--- config.mk ---
export PLATFORM = sky130hd
export DESIGN_NAME = ycc_raster
export DESIGN_NICKNAME = d
export VERILOG_FILES = /design/src/sv/rgb_to_ycbcr_440_subsampler_assert.svh /design/src/sv/ycc_pkg.sv /design/src/sv/ycc_raster.sv
export SDC_FILE = /design/constraint.sdc
export NUM_CORES = 1
export LEC_CHECK = 0
export ABC_AREA = 1
export BUFFER_PORTS_ARGS = -buffer_cell sky130_fd_sc_hd__buf_2
export CORE_ASPECT_RATIO = 0.5
export CORE_MARGIN = 2
export CORE_UTILIZATION = 40
export CTS_CLUSTER_SIZE = 28
export DETAILED_ROUTE_END_ITERATION = 8
export GPL_ROUTABILITY_DRIVEN = 0
export GPL_TIMING_DRIVEN = 0
export MAX_ROUTING_LAYER = met4
export SETUP_SLACK_MARGIN = 0.3
export SKIP_LAST_GASP = 1
export SYNTH_ARGS = -nofsm -noshare
export SYNTH_HDL_FRONTEND = slang
export SYNTH_SLANG_ARGS = --single-unit
--- constraint.sdc ---
create_clock -name clk -period 2.9 [get_ports clk]
set_clock_uncertainty 0.1 [all_clocks]
set_input_delay 0.87 -clock clk [delete_from_list [all_inputs] [get_ports clk]]
set_output_delay 0.87 -clock clk [all_outputs]
set_load 0.05 [all_outputs]
--- src/sv/rgb_to_ycbcr_440_subsampler_assert.svh ---
// ----------------------------------------------------------------------------
// rgb_to_ycbcr_440_subsampler assertion macros
// clocked on clk, disabled while rst is high
// ----------------------------------------------------------------------------
`ifndef RGB_TO_YCBCR_440_SUBSAMPLER_ASSERT_SVH
`define RGB_TO_YCBCR_440_SUBSAMPLER_ASSERT_SVH

// boolean condition that holds at every edge
`define YCC_ASSERT(label, cond, msg) \
  label: assert property (@(posedge clk) disable iff (rst) (cond)) else $error(msg);

// condition in one cycle implies a condition in the next
`define YCC_ASSERT_NEXT(label, ante, cons, msg) \
  label: assert property (@(posedge clk) disable iff (rst) (ante) |=> (cons)) else $error(msg);

`endif

--- src/sv/ycc_pkg.sv ---
// ----------------------------------------------------------------------------
// ycc_pkg
// shared constants, types and helpers of the rgb to ycbcr 4:4:0 subsampler
// ----------------------------------------------------------------------------
package ycc_pkg;

  localparam int MAX_WIDTH = 2048;
  localparam int ADDR_W    = $clog2(MAX_WIDTH);
  localparam int MAX_ROWS  = 4096;
  localparam int ROW_W     = $clog2(MAX_ROWS);

  localparam int FRAC_BITS = 8;
  localparam int COEF_BITS = 16;
  localparam int LUMA_SH   = COEF_BITS - FRAC_BITS;
  localparam int CHROMA_SH = 2 * COEF_BITS - FRAC_BITS;

  localparam int PIX_W    = 8;
  localparam int LUMA_W   = 16;
  localparam int CHROMA_W = 17;
  localparam int K_W      = COEF_BITS + 2;
  localparam int Y16_W    = PIX_W + COEF_BITS + 1;
  localparam int D_W      = PIX_W + COEF_BITS + 2;
  localparam int P_W      = D_W + COEF_BITS + 1;

  // configuration register map
  localparam int LW_W       = 12;
  localparam int FH_W       = 13;
  localparam int CFG_IDX_W  = 2;
  localparam int CFG_DATA_W = 13;
  localparam logic [CFG_IDX_W-1:0] CFG_KEEP_LUMA    = 2'd0;
  localparam logic [CFG_IDX_W-1:0] CFG_LINE_WIDTH   = 2'd1;
  localparam logic [CFG_IDX_W-1:0] CFG_FRAME_HEIGHT = 2'd2;

  // coefficients with COEF_BITS fraction
  localparam logic signed [K_W-1:0] K_R    = K_W'(19595);
  localparam logic signed [K_W-1:0] K_G    = K_W'(38470);
  localparam logic signed [K_W-1:0] K_B    = K_W'(7471);
  localparam logic signed [K_W-1:0] K_CB   = K_W'(37028);
  localparam logic signed [K_W-1:0] K_CR   = K_W'(46727);
  localparam logic signed [K_W-1:0] K_DB_B = K_W'((1 << COEF_BITS) - 7471);
  localparam logic signed [K_W-1:0] K_DR_R = K_W'((1 << COEF_BITS) - 19595);

  localparam logic signed [Y16_W-1:0] LUMA_HI = Y16_W'((1 << (LUMA_W - 1)) - 1);
  localparam logic signed [Y16_W-1:0] LUMA_LO = Y16_W'(-(1 << (LUMA_W - 1)));
  localparam logic signed [P_W-1:0]   CHR_HI  = P_W'((1 << (CHROMA_W - 1)) - 1);
  localparam logic signed [P_W-1:0]   CHR_LO  = P_W'(-(1 << (CHROMA_W - 1)));

  // raster position and per-pixel control, travels with the pixel
  typedef struct packed {
    logic [ADDR_W-1:0] addr;
    logic              odd;
    logic              last_even;
    logic              emit;
    logic              keep_luma;
  } pos_t;

  typedef struct packed {
    logic signed [CHROMA_W-1:0] cb;
    logic signed [CHROMA_W-1:0] cr;
  } chroma_t;

  function automatic logic signed [LUMA_W-1:0] sat_luma(input logic signed [Y16_W-1:0] v);
    if (v > LUMA_HI) return LUMA_HI[LUMA_W-1:0];
    if (v < LUMA_LO) return LUMA_LO[LUMA_W-1:0];
    return v[LUMA_W-1:0];
  endfunction

  function automatic logic signed [CHROMA_W-1:0] sat_chroma(input logic signed [P_W-1:0] v);
    if (v > CHR_HI) return CHR_HI[CHROMA_W-1:0];
    if (v < CHR_LO) return CHR_LO[CHROMA_W-1:0];
    return v[CHROMA_W-1:0];
  endfunction

endpackage

--- src/sv/ycc_raster.sv ---
// ----------------------------------------------------------------------------
// ycc_raster
// configuration registers and column/row counters of the pixel stream
// ----------------------------------------------------------------------------
module ycc_raster (
  input  logic                           clk,
  input  logic                           rst,
  input  logic                           cfg_write,
  input  logic [ycc_pkg::CFG_IDX_W-1:0]  cfg_index,
  input  logic [ycc_pkg::CFG_DATA_W-1:0] cfg_data,
  input  logic                           step,
  output ycc_pkg::pos_t                  pos
);
  import ycc_pkg::*;

  localparam int WC_W = (LW_W > ADDR_W + 1) ? LW_W : ADDR_W + 1;
  localparam int HC_W = (FH_W > ROW_W + 1) ? FH_W : ROW_W + 1;

  logic              keep_luma;
  logic [LW_W-1:0]   line_width;
  logic [FH_W-1:0]   frame_height;
  logic [ADDR_W-1:0] col;
  logic [ROW_W-1:0]  row;

  logic [LW_W-1:0] w_eff;
  logic [FH_W-1:0] h_eff;
  logic [WC_W-1:0] col_inc;
  logic [HC_W-1:0] row_inc;
  logic            row_end;
  logic            frame_end;
  logic            last_row;
  logic            chroma_out;

  always_comb begin
    w_eff = line_width;
    if (line_width == '0) w_eff = LW_W'(1);
    else if (line_width > LW_W'(MAX_WIDTH)) w_eff = LW_W'(MAX_WIDTH);
    h_eff = frame_height;
    if (frame_height == '0) h_eff = FH_W'(1);
    else if (frame_height > FH_W'(MAX_ROWS)) h_eff = FH_W'(MAX_ROWS);
  end

  assign col_inc    = WC_W'(col) + WC_W'(1);
  assign row_inc    = HC_W'(row) + HC_W'(1);
  assign row_end    = col_inc >= WC_W'(w_eff);
  assign frame_end  = row_inc >= HC_W'(h_eff);
  assign last_row   = row_inc == HC_W'(h_eff);
  assign chroma_out = row[0] || last_row;

  assign pos.addr      = col;
  assign pos.odd       = row[0];
  assign pos.last_even = !row[0] && last_row;
  assign pos.emit      = chroma_out || keep_luma;
  assign pos.keep_luma = keep_luma;

  always_ff @(posedge clk) begin
    if (rst) begin
      keep_luma    <= 1'b1;
      line_width   <= LW_W'(MAX_WIDTH);
      frame_height <= FH_W'(MAX_ROWS);
      col          <= '0;
      row          <= '0;
    end else begin
      if (cfg_write) begin
        case (cfg_index)
          CFG_KEEP_LUMA:    keep_luma    <= cfg_data[0];
          CFG_LINE_WIDTH:   line_width   <= cfg_data[LW_W-1:0];
          CFG_FRAME_HEIGHT: frame_height <= cfg_data[FH_W-1:0];
          default: ;
        endcase
      end
      if (step) begin
        if (row_end) begin
          col <= '0;
          if (frame_end) row <= '0;
          else row <= row_inc[ROW_W-1:0];
        end else begin
          col <= col_inc[ADDR_W-1:0];
        end
      end
    end
  end

endmodule

### Word level (Yosys, flattened, before mapping)

Cells that the tools add are included.

* reductions and logical operators: 11
* equal/unequal tests: 3
* bitwise gates (word level): 0
* muxes and demuxes: 6
* multipliers: 0
* $add $sub $neg: 2
* divide/modulo/power cells: 0
* magnitude comparators: 4
* shift operators: 0

Operators by type and width (number)
* 12-bit 2-to-1 mux: 3
* 13-bit 2-to-1 mux: 2
* 12-bit by 1-bit adder with 13-bit output (second input constant): 1
* 13-bit == test: 1
* 13-bit greater-or-equal comparator: 1
* 13-bit > comparator (second input constant): 1
* 13-bit logical NOT: 1
* 11-bit by 1-bit adder with 12-bit output (second input constant): 1
* 12-bit greater-or-equal comparator: 1
* 12-bit > comparator (second input constant): 1
* 12-bit logical NOT: 1
* 11-bit 2-to-1 mux: 1
* 2-bit AND reduction: 4
* 2-bit by 1-bit == test with 1-bit output (second input constant): 1
* 2-bit == test (second input constant): 1
* 2-bit logical NOT: 1
* 1-bit logical OR: 2
* 1-bit logical AND: 1
* 1-bit logical NOT: 1

* bits in latches: 0
* ROM bits: 0
* memories kept: 0
* RAM bits: 0
* bits of input ports: 19
* output and inout bits: 15
* register bits: 49
* word-level logic and storage cells: 31

### Logic depth before layout (Yosys ltp)

Gate-level depths: netlist of the first run.

* depth after elaboration: 6
* mapped depth: 19

### Least setup slack after synthesis of the first run

No wires, ideal clock.

* kind: reg-to-output
* start point: register row[0]
* end point: output pos[2] in the netlist's numbering
* stages on the path, launching flop included: 12
* required time: 1.930 ns
* path buffers: 0
* path slack: -0.444 ns
* data arrival time: 2.374 ns
* path through: dfxtp_1 > ha_1 > nand2_1 > nor2_1 > nand2_1 > o21ai_0 > nand2_1 > ha_1 > nand2_1 > nor2_1 > nand3_1 > nor2_1

RTL lines
* start, declared: line ycc_raster.sv:23 `logic [ROW_W-1:0] row;`
* start signal, assigned: line ycc_raster.sv:76 `else row <= row_inc[ROW_W-1:0];`
* end, declared: line ycc_raster.sv:12 `output ycc_pkg::pos_t pos`

==> out/summary.txt, run 1 <==
TIMING
--------------------------------------------------------------------------------------------------------
Post-route clock period utilization                                                               112.3%
RSZ-0062 raised after global routing                                                                true
Setup total negative slack                                                                    -0.7030 ns
Worst-margin pin slew                                                                          0.4885 ns
Final Max Slew Viols                                                                                   0
Relative max-transition margin                                                                    67.43%
Count of endpoints failing setup in the final report                                                   2
Final critical-path setup slack                                                               -0.3579 ns
Final Critical Period                                                                           3.258 ns
Final hold vios                                                                                        0
Highest clock rate                                                                             307.0 MHz

DIE
--------------------------------------------------------------------------------------------------------
Core Region                                                                                 0.007943 mm²
Height of the chip                                                                              67.70 µm
Placement row count                                                                                   23
Area enclosed by the die boundary                                                           0.008894 mm²
# IOs                                                                                                 34
Effective utilization at floorplan                                                                40.86%
X dimension of the die                                                                          131.4 µm

ROUTING
--------------------------------------------------------------------------------------------------------
Violation count after the first detailed-route iteration                                             119
Post-detailed-route count of antenna-violating nets                                                    0
Total vias in the final route                                                                       3278
Pre-antenna DRT Iters                                                                                  4
Post-detailed-route wirelength per cell                                                         12.50 µm
Sum of routed wire length over all layers                                                       8.577 mm
Post-detailed-route via-to-cell ratio                                                              4.778
DRC violations left                                                                                    0

FINAL LAYOUT
--------------------------------------------------------------------------------------------------------
# nets final                                                                                         619
Post-route core utilization                                                                       53.78%
Share of post-route cells with drive strength above 1                                             25.44%
Combined flip-flop and latch cell area                                                      0.001012 mm²
Layout filler cell count                                                                             818
Area of combinational cells with multiple inputs                                            0.002270 mm²
Final design area excluding fillers                                                         0.004272 mm²
# diodes                                                                                               0
Area Growth Syn to Fin                                                                            31.61%

CLOCKING
--------------------------------------------------------------------------------------------------------
Clock buffer count from CTS                                                                            5
Clock tree from TritonCTS                                                                           done
Post-CTS clock slew at the launch and capture registers of the worst setup and hold paths        0.07 ns
Insertion delay of the later-clocked pin in the worst-skew pair                                  0.30 ns
Hold Buf Count CTS                                                                                     0
Cell at the root of the clock tree                                                             clkbuf_16
CTS max path bufs                                                                                      2
# H-tree levels                                                                                        2
Total clock sinks                                                                                     49

SYNTHESIS
--------------------------------------------------------------------------------------------------------
Number of flip-flops and latches in the synthesized netlist                                           49
Count of distinct cell types in the synthesized netlist                                               27
List of most frequent post-synthesis cells                                                  138 x nand2_1, 81 x nor2_1, 63 x inv_1, 49 x dfxtp_1, 35 x nand3_1
Synthesized netlist net count                                                                        557
Sequential fraction of the synthesis area                                                         30.22%
Post-Synthesis Mean Instance Area                                                              6.351 µm²
Fraction of post-synthesis cell area in the top cell type by area                                 30.22%
EDFF count, synth                                                                                      0
Dominant register cell in the synthesized netlist                                                dfxtp_1
Dominant cell by count in the synthesized netlist                                                nand2_1
Number of instances in the synthesized netlist                                                       511
Largest cells by area after synthesis                                                       dfxtp_1 30%, nand2_1 16%, ha_1 10%, nor2_1 9.4%, inv_1 7.3%
Yosys warnings                                                                                         0
Post-Syn Area                                                                               0.003246 mm²
Largest area contributor in the synthesized netlist                                              dfxtp_1
Ys async rst share                                                                                    0%

GLOBAL ROUTE
--------------------------------------------------------------------------------------------------------
Maximum number of pins on one net before global-route repair                                          15
Antenna violations before repair                                                                       0
Total GRT Usage                                                                                   19.98%
Overflow left after global routing                                                                     0
Wire length of the first global-routing pass                                                    13.68 mm
Number of global-route vias before repair                                                           2925

SETUP PATH
--------------------------------------------------------------------------------------------------------
Type of the worst setup path                                                                register to output port
Capturing element type of the critical path                                                  output port
Worst endpoint required time                                                                     1.93 ns
Register-to-register setup slack                                                                 0.13 ns
Startpoint kind of the worst setup timing path                                                  register
Critical Path AT                                                                                 2.29 ns
Maximum net fanout on the critical path                                                                5

PWR
--------------------------------------------------------------------------------------------------------
Worst vdd rail ir drop                                                                         0.2334 mV
Power density cells                                                                         396.7 mW/mm²
Leakage power                                                                                   2.037 nW

PLACED DESIGN
--------------------------------------------------------------------------------------------------------
Instance area after placement                                                               0.003593 mm²
Port Buffer Count                                                                                     33
Post-DP HPWL                                                                                    6.080 mm

WORST HOLD PATH
--------------------------------------------------------------------------------------------------------
Worst min-delay path class                                                                  register to register

RUN STATUS
--------------------------------------------------------------------------------------------------------
Status                                                                                      complete, but fails checks
Violations in the final reports                                                             negative setup slack

JOB
--------------------------------------------------------------------------------------------------------
Count of maximum capacitance violations                                                                0

[per-layer routing]
| layer | share of wire (%) | up-vias | wire length [µm] | track usage (%) |
|---|---|---|---|---|
| li1 | - | 1748 | - | - |
| met4 | 0.78 | 0 | 67 | 4.620 |
| met2 | 49 | 25 | 4232 | 37.11 |
| met3 | 2.5 | 8 | 215 | 3.604 |
| met1 | 47 | 1497 | 4061 | 23.15 |
| met5 | 0 | - | 0 | - |
[through the flow]
stage | total power [mW] | instances | hold WS (ns) | setup slack, ns
final | 1.694 | 686 | 0.3934 | -0.3579
after global routing | 1.778 | 686 | 0.4156 | -0.4524
after CTS | 1.671 | 674 | 0.3914 | -0.3451
after detailed placement | 1.014 | 656 | 0.3685 | -0.3312
after global placement | 1.009 | 656 | 0.3699 | -0.3289
after floorplan | 0.9391 | 511 | 0.3437 | 0.02422
[critical path: stages (launching register included)]
cell	delay, ns
dfxtp_2	0.33
nor4_2	0.28
nand4_1	0.20
nand2_2	0.22
nand2_2	0.10
ha_4	0.29
nand3_4	0.08
nor2_4	0.13
nand3_4	0.11
nor2_4	0.09
buf_6	0.16
[area by class of cell]
type,instances,area share (%)
multi-input cells,380,53.13
inverters,64,5.624
flip-flops and latches,49,23.70
well taps,112,3.281
repair buffers,54,8.114
plain buffers,19,2.724
clock buffers,8,3.427
[kinds of logic (layout without fill, tap and decap cells)]
logic type | count (synthesis) | in the layout | synth area share (%)
buffers and inverters | 83 | 145 | 10.56
AND/OR/NAND/NOR | 289 | 290 | 37.66
adder cells (fa/ha/maj) | 27 | 27 | 10.41
XOR/XNOR | 10 | 10 | 2.699
flip-flops | 49 | 49 | 30.22
AO/OA/AOI/OAI | 53 | 53 | 8.442
[placed cells by master (no fill, tap or decap)]
| cell type | count |
|---|---|
| nor4_4 | 3 |
| nand4_1 | 14 |
| nor2_1 | 71 |
| clkbuf_16 | 5 |
| nand2_2 | 17 |
| nand3_1 | 25 |
| a21oi_4 | 1 |
| o211ai_1 | 2 |
| clkinv_1 | 1 |
| nor3_1 | 3 |
| buf_2 | 34 |
| buf_1 | 1 |
| xnor2_1 | 1 |
| nor2_2 | 6 |
| nand3b_1 | 1 |
| nand2_4 | 3 |
| nor4_2 | 2 |
| o21ai_0 | 28 |
| dfxtp_1 | 34 |
| xor2_1 | 7 |
| buf_8 | 1 |
| a21oi_1 | 18 |
| dfxtp_4 | 5 |
| clkbuf_8 | 1 |
| clkbuf_1 | 10 |
| buf_6 | 7 |
| nor2_4 | 8 |
| nand3_4 | 2 |
| o21ai_1 | 3 |
| inv_1 | 63 |
| nand3_2 | 9 |
| dfxtp_2 | 10 |
| buf_4 | 22 |
| a21oi_2 | 1 |
| xor2_2 | 2 |
| nand2_1 | 126 |
| ha_4 | 7 |
| ha_1 | 20 |
[power breakdown]
group / switching, mW / internal [mW] / leakage [nW] / total [mW]
Sequential: 0.0323 / 0.700 / 0.407 / 0.732
Clock: 0.258 / 0.345 / 0.0712 / 0.603
Combinational: 0.212 / 0.148 / 1.56 / 0.359
Total: 0.502 / 1.19 / 2.04 / 1.69
[sequential cells by signal, summed over array words and instances (netlist names)]
signal,count
frame_height,13
line_width,12
row,12
col,11
keep_luma,1
[worst paths after layout]
path                   start               to  depth (start not counted)
min          frame_height[1]  frame_height[1]                          2
max          frame_height[7]           pos[2]                         10
max reg2reg  frame_height[7]          row[11]                         18
min reg2reg  frame_height[1]  frame_height[1]                          2
[repair_timing]
action,in CTS,in global routing
pin swaps,14,11
gates cloned,2,1
endpoints found under the setup margin,13,25
resized for setup,39,49
setup buffers,8,11
endpoints found under the hold margin,0,0
(Power assumes the default switching activity.)
==> inputs of run 2 (changes only) <==
==> constraint.sdc (replaced) <==
create_clock -name clk -period 2.9 [get_ports clk]
set_clock_uncertainty 0.1 [all_clocks]
set_input_delay 0.29 -clock clk [delete_from_list [all_inputs] [get_ports clk]]
set_output_delay 0.29 -clock clk [all_outputs]
set_load 0.05 [all_outputs]
==> out/summary.txt, run 2 (synthesis gave the netlist of run 1 again) <==
RUN STATUS
--------------------------------------------------------------------------------------------------------
Status                                                                                      finished clean

WORST HOLD PATH
--------------------------------------------------------------------------------------------------------
Worst hold start                                                                            cfg_data[12]
Worst min-delay path class                                                                  primary input to register
Number of stages on the worst hold path                                                                3   +1
WHS Endpoint                                                                                frame_height[12]

JOB
--------------------------------------------------------------------------------------------------------
Count of maximum capacitance violations                                                                0   unchanged

TIMING
--------------------------------------------------------------------------------------------------------
Relative max-transition margin                                                                    65.56%   -1.9 points
Final Max Slew Viols                                                                                   0   unchanged
Setup total negative slack                                                                          0 ns   +0.7030 ns
Highest clock rate                                                                             381.6 MHz   +24%
Post-route clock period utilization                                                               90.37%   -22 points
RSZ-0062 raised after global routing                                                                true
Final hold vios                                                                                        0   unchanged
Worst-margin pin slew                                                                          0.5165 ns   +0.02800 ns
Final Critical Period                                                                           2.621 ns   -0.6371 ns
Count of endpoints failing setup in the final report                                                   0   -2

SETUP PATH
--------------------------------------------------------------------------------------------------------
Maximum net fanout on the critical path                                                                3   -2
Register-to-register setup slack                                                                 0.38 ns   +0.25 ns
Most used cell along the critical path                                                           nand2_2
Critical Path AT                                                                                 2.23 ns   -0.06 ns
Crit-path cells                                                                             ha_2 -> nand2_2 -> nor2_4 -> nand2_2 -> o21ai_2 -> nand2_2 -> ha_4 -> nand2_4 -> nor2_4 -> nand3_4 -> nor2_2 -> buf_6
Worst reg2reg endpoint                                                                           row[11]
Count of cells along the worst register-to-register path                                              15   -3
Worst endpoint required time                                                                     2.51 ns   +0.58 ns
Worst reg2reg path startpoint                                                               line_width[1]
Type of the worst setup path                                                                register to output port
Critical-path top delay cell                                                                     dfxtp_4
Capturing element type of the critical path                                                  output port
Startpoint kind of the worst setup timing path                                                  register
Maximum single-stage delay on the critical path                                                  0.35 ns   +0.02 ns

GLOBAL ROUTE
--------------------------------------------------------------------------------------------------------
Global routing's busiest layer                                                                      met2
Met3 capacity usage during global routing                                                         3.604%   unchanged
Overflow left after global routing                                                                     0   unchanged
Maximum number of pins on one net before global-route repair                                          14   -1
Met1 layer usage reported by global route                                                         24.16%   +1.0 points
Total GRT Usage                                                                                   19.67%   -0.30 points
Antenna violations before repair                                                                       0   unchanged
Met2 track demand over resource in global routing                                                 34.67%   -2.4 points
Wire length of the first global-routing pass                                                    13.52 mm   -1.2%
Number of global-route vias before repair                                                           2910   -0.51%

DIE
--------------------------------------------------------------------------------------------------------
Height of the chip                                                                              67.70 µm   unchanged
Area enclosed by the die boundary                                                           0.008894 mm²   unchanged
X dimension of the die                                                                          131.4 µm   unchanged
Core Region                                                                                 0.007943 mm²   unchanged
# IOs                                                                                                 34   unchanged
Placement row count                                                                                   23   unchanged
Effective utilization at floorplan                                                                40.86%   unchanged

ROUTING
--------------------------------------------------------------------------------------------------------
Post-detailed-route wirelength per cell                                                         12.02 µm   -3.9%
Post-detailed-route count of antenna-violating nets                                                    0   unchanged
Total vias in the final route                                                                       3268   -0.31%
Pre-antenna DRT Iters                                                                                  4   unchanged
Violation count after the first detailed-route iteration                                             144   +21%
DRC violations left                                                                                    0   unchanged
Post-detailed-route via-to-cell ratio                                                              4.813   +0.72%
Sum of routed wire length over all layers                                                       8.162 mm   -4.8%

FINAL LAYOUT
--------------------------------------------------------------------------------------------------------
Area Growth Syn to Fin                                                                            28.76%
# diodes                                                                                               0   unchanged
Most flops, register                                                                        frame_height
Flip-flop count of the largest register, all copies and words added                                   13   unchanged
# nets final                                                                                         613   -0.97%
Leading cell types in the layout, fill and taps excluded                                    126 x nand2_1, 70 x nor2_1, 62 x inv_1
Share of post-route cells with drive strength above 1                                             24.16%   -1.3 points
Leading cell type in the layout, fill and taps excluded                                          nand2_1
Final design area excluding fillers                                                         0.004179 mm²   -2.2%
Largest registers in the final layout                                                       frame_height: 13 flops, line_width: 12 flops, row: 12 flops

CLOCKING
--------------------------------------------------------------------------------------------------------
# H-tree levels                                                                                        2   unchanged
Post-CTS clock slew at the launch and capture registers of the worst setup and hold paths        0.07 ns   about the same
Hold Buf Count CTS                                                                                     0   unchanged
Cell at the root of the clock tree                                                             clkbuf_16
Clock tree from TritonCTS                                                                           done
CTS max path bufs                                                                                      2   unchanged
Insertion delay of the later-clocked pin in the worst-skew pair                                  0.29 ns   about the same
Clock buffer count from CTS                                                                            5   unchanged
Total clock sinks                                                                                     49   unchanged

PWR
--------------------------------------------------------------------------------------------------------
Int Pwr                                                                                         1.184 mW   -0.73%
Design Power                                                                                    1.678 mW   -0.99%
Part of the power in registers                                                                     43.7%   +0.5 points
Switching Power                                                                                 493.5 µW   -1.6%
Leakage power                                                                                   1.995 nW   -2.1%
Comb pwr share                                                                                     20.9%   -0.3 points
Power share of the clock group                                                                     35.3%   -0.3 points
Sw Ratio                                                                                          29.42%   -0.18 points
Power density cells                                                                         401.4 mW/mm²   +1.2%
Worst vdd rail ir drop                                                                         0.2378 mV   +1.9%

PLACED DESIGN
--------------------------------------------------------------------------------------------------------
Instance area after placement                                                               0.003556 mm²   -1.0%
Port Buffer Count                                                                                     33   unchanged
Post-DP HPWL                                                                                    6.074 mm   about the same

-- run 2: power groups by stage --
stage          clock [mW]  combinational (mW)  sequential, mW
4_1_cts             0.610               0.307           0.731
3_5_place_dp            0               0.264           0.744
3_3_place_gp            0               0.261           0.744
6_report            0.593               0.351           0.733
5_1_grt             0.632               0.393           0.737
2_1_floorplan           0               0.191           0.745
-- run 2: worst max-delay path by stage --
stage	startpoint	endpoint	slack (ns)	depth (start not counted)
global route	frame_height[5]	pos[2]	0.13	10
CTS	frame_height[7]	pos[2]	0.26	10
global placement	row[0]	row[9]	0.04	17
detailed placement	row[0]	row[9]	-0.01	17
finish	row[0]	pos[2]	0.28	12
floorplan	col[2]	col[9]	0.31	15
-- run 2: through the flow --
| step | utilization (%) | worst slack [ns] | instances | hold slack (ns) |
|---|---|---|---|---|
| 6_report | 52.62 | 0.2793 | 679 | 0.1262 |
| 5_1_grt | 52.62 | 0.1301 | 679 | 0.1308 |
| 4_1_cts | 49.91 | 0.2586 | 671 | 0.1227 |
| 3_5_place_dp | 44.77 | -0.01254 | 656 | 0.3696 |
| 3_3_place_gp | 44.77 | 0.03936 | 656 | 0.3687 |
| 2_1_floorplan | - | 0.3069 | 511 | 0.2897 |
-- run 2: final cells by class --
class                   count  area [µm²]
inverters                  64       240.2
repair buffers             47       282.8
fillers                   814        3764
flip-flops and latches     49        1011
plain buffers              19       126.4
well taps                 112       140.1
multi-input cells         381        2236
clock buffers               7       142.6
-- run 2: layer usage --
layer	vias up	wire, µm
li1	1739	-
met1	1486	4025
met2	34	3838
met3	9	207
met4	0	91
met5	-	0
-- run 2: critical path, delay by kind of cell (launching register included) --
kind                       cells  cell delay (ns)
and+or+nand+nor                8             0.81
adders and majority gates      2             0.47
DFF                            1             0.35
buffers and inverters          1             0.17
AOI/OAI and AO/OA              1             0.15
-- run 2: repair_timing --
| item | 4_1_cts | 5_1_grt |
|---|---|---|
| setup buffers | 7 | 6 |
| gates cloned | 1 | 2 |
| resized for setup | 49 | 47 |
| pin swaps | 19 | 14 |
| endpoints found under the setup margin | 17 | 25 |
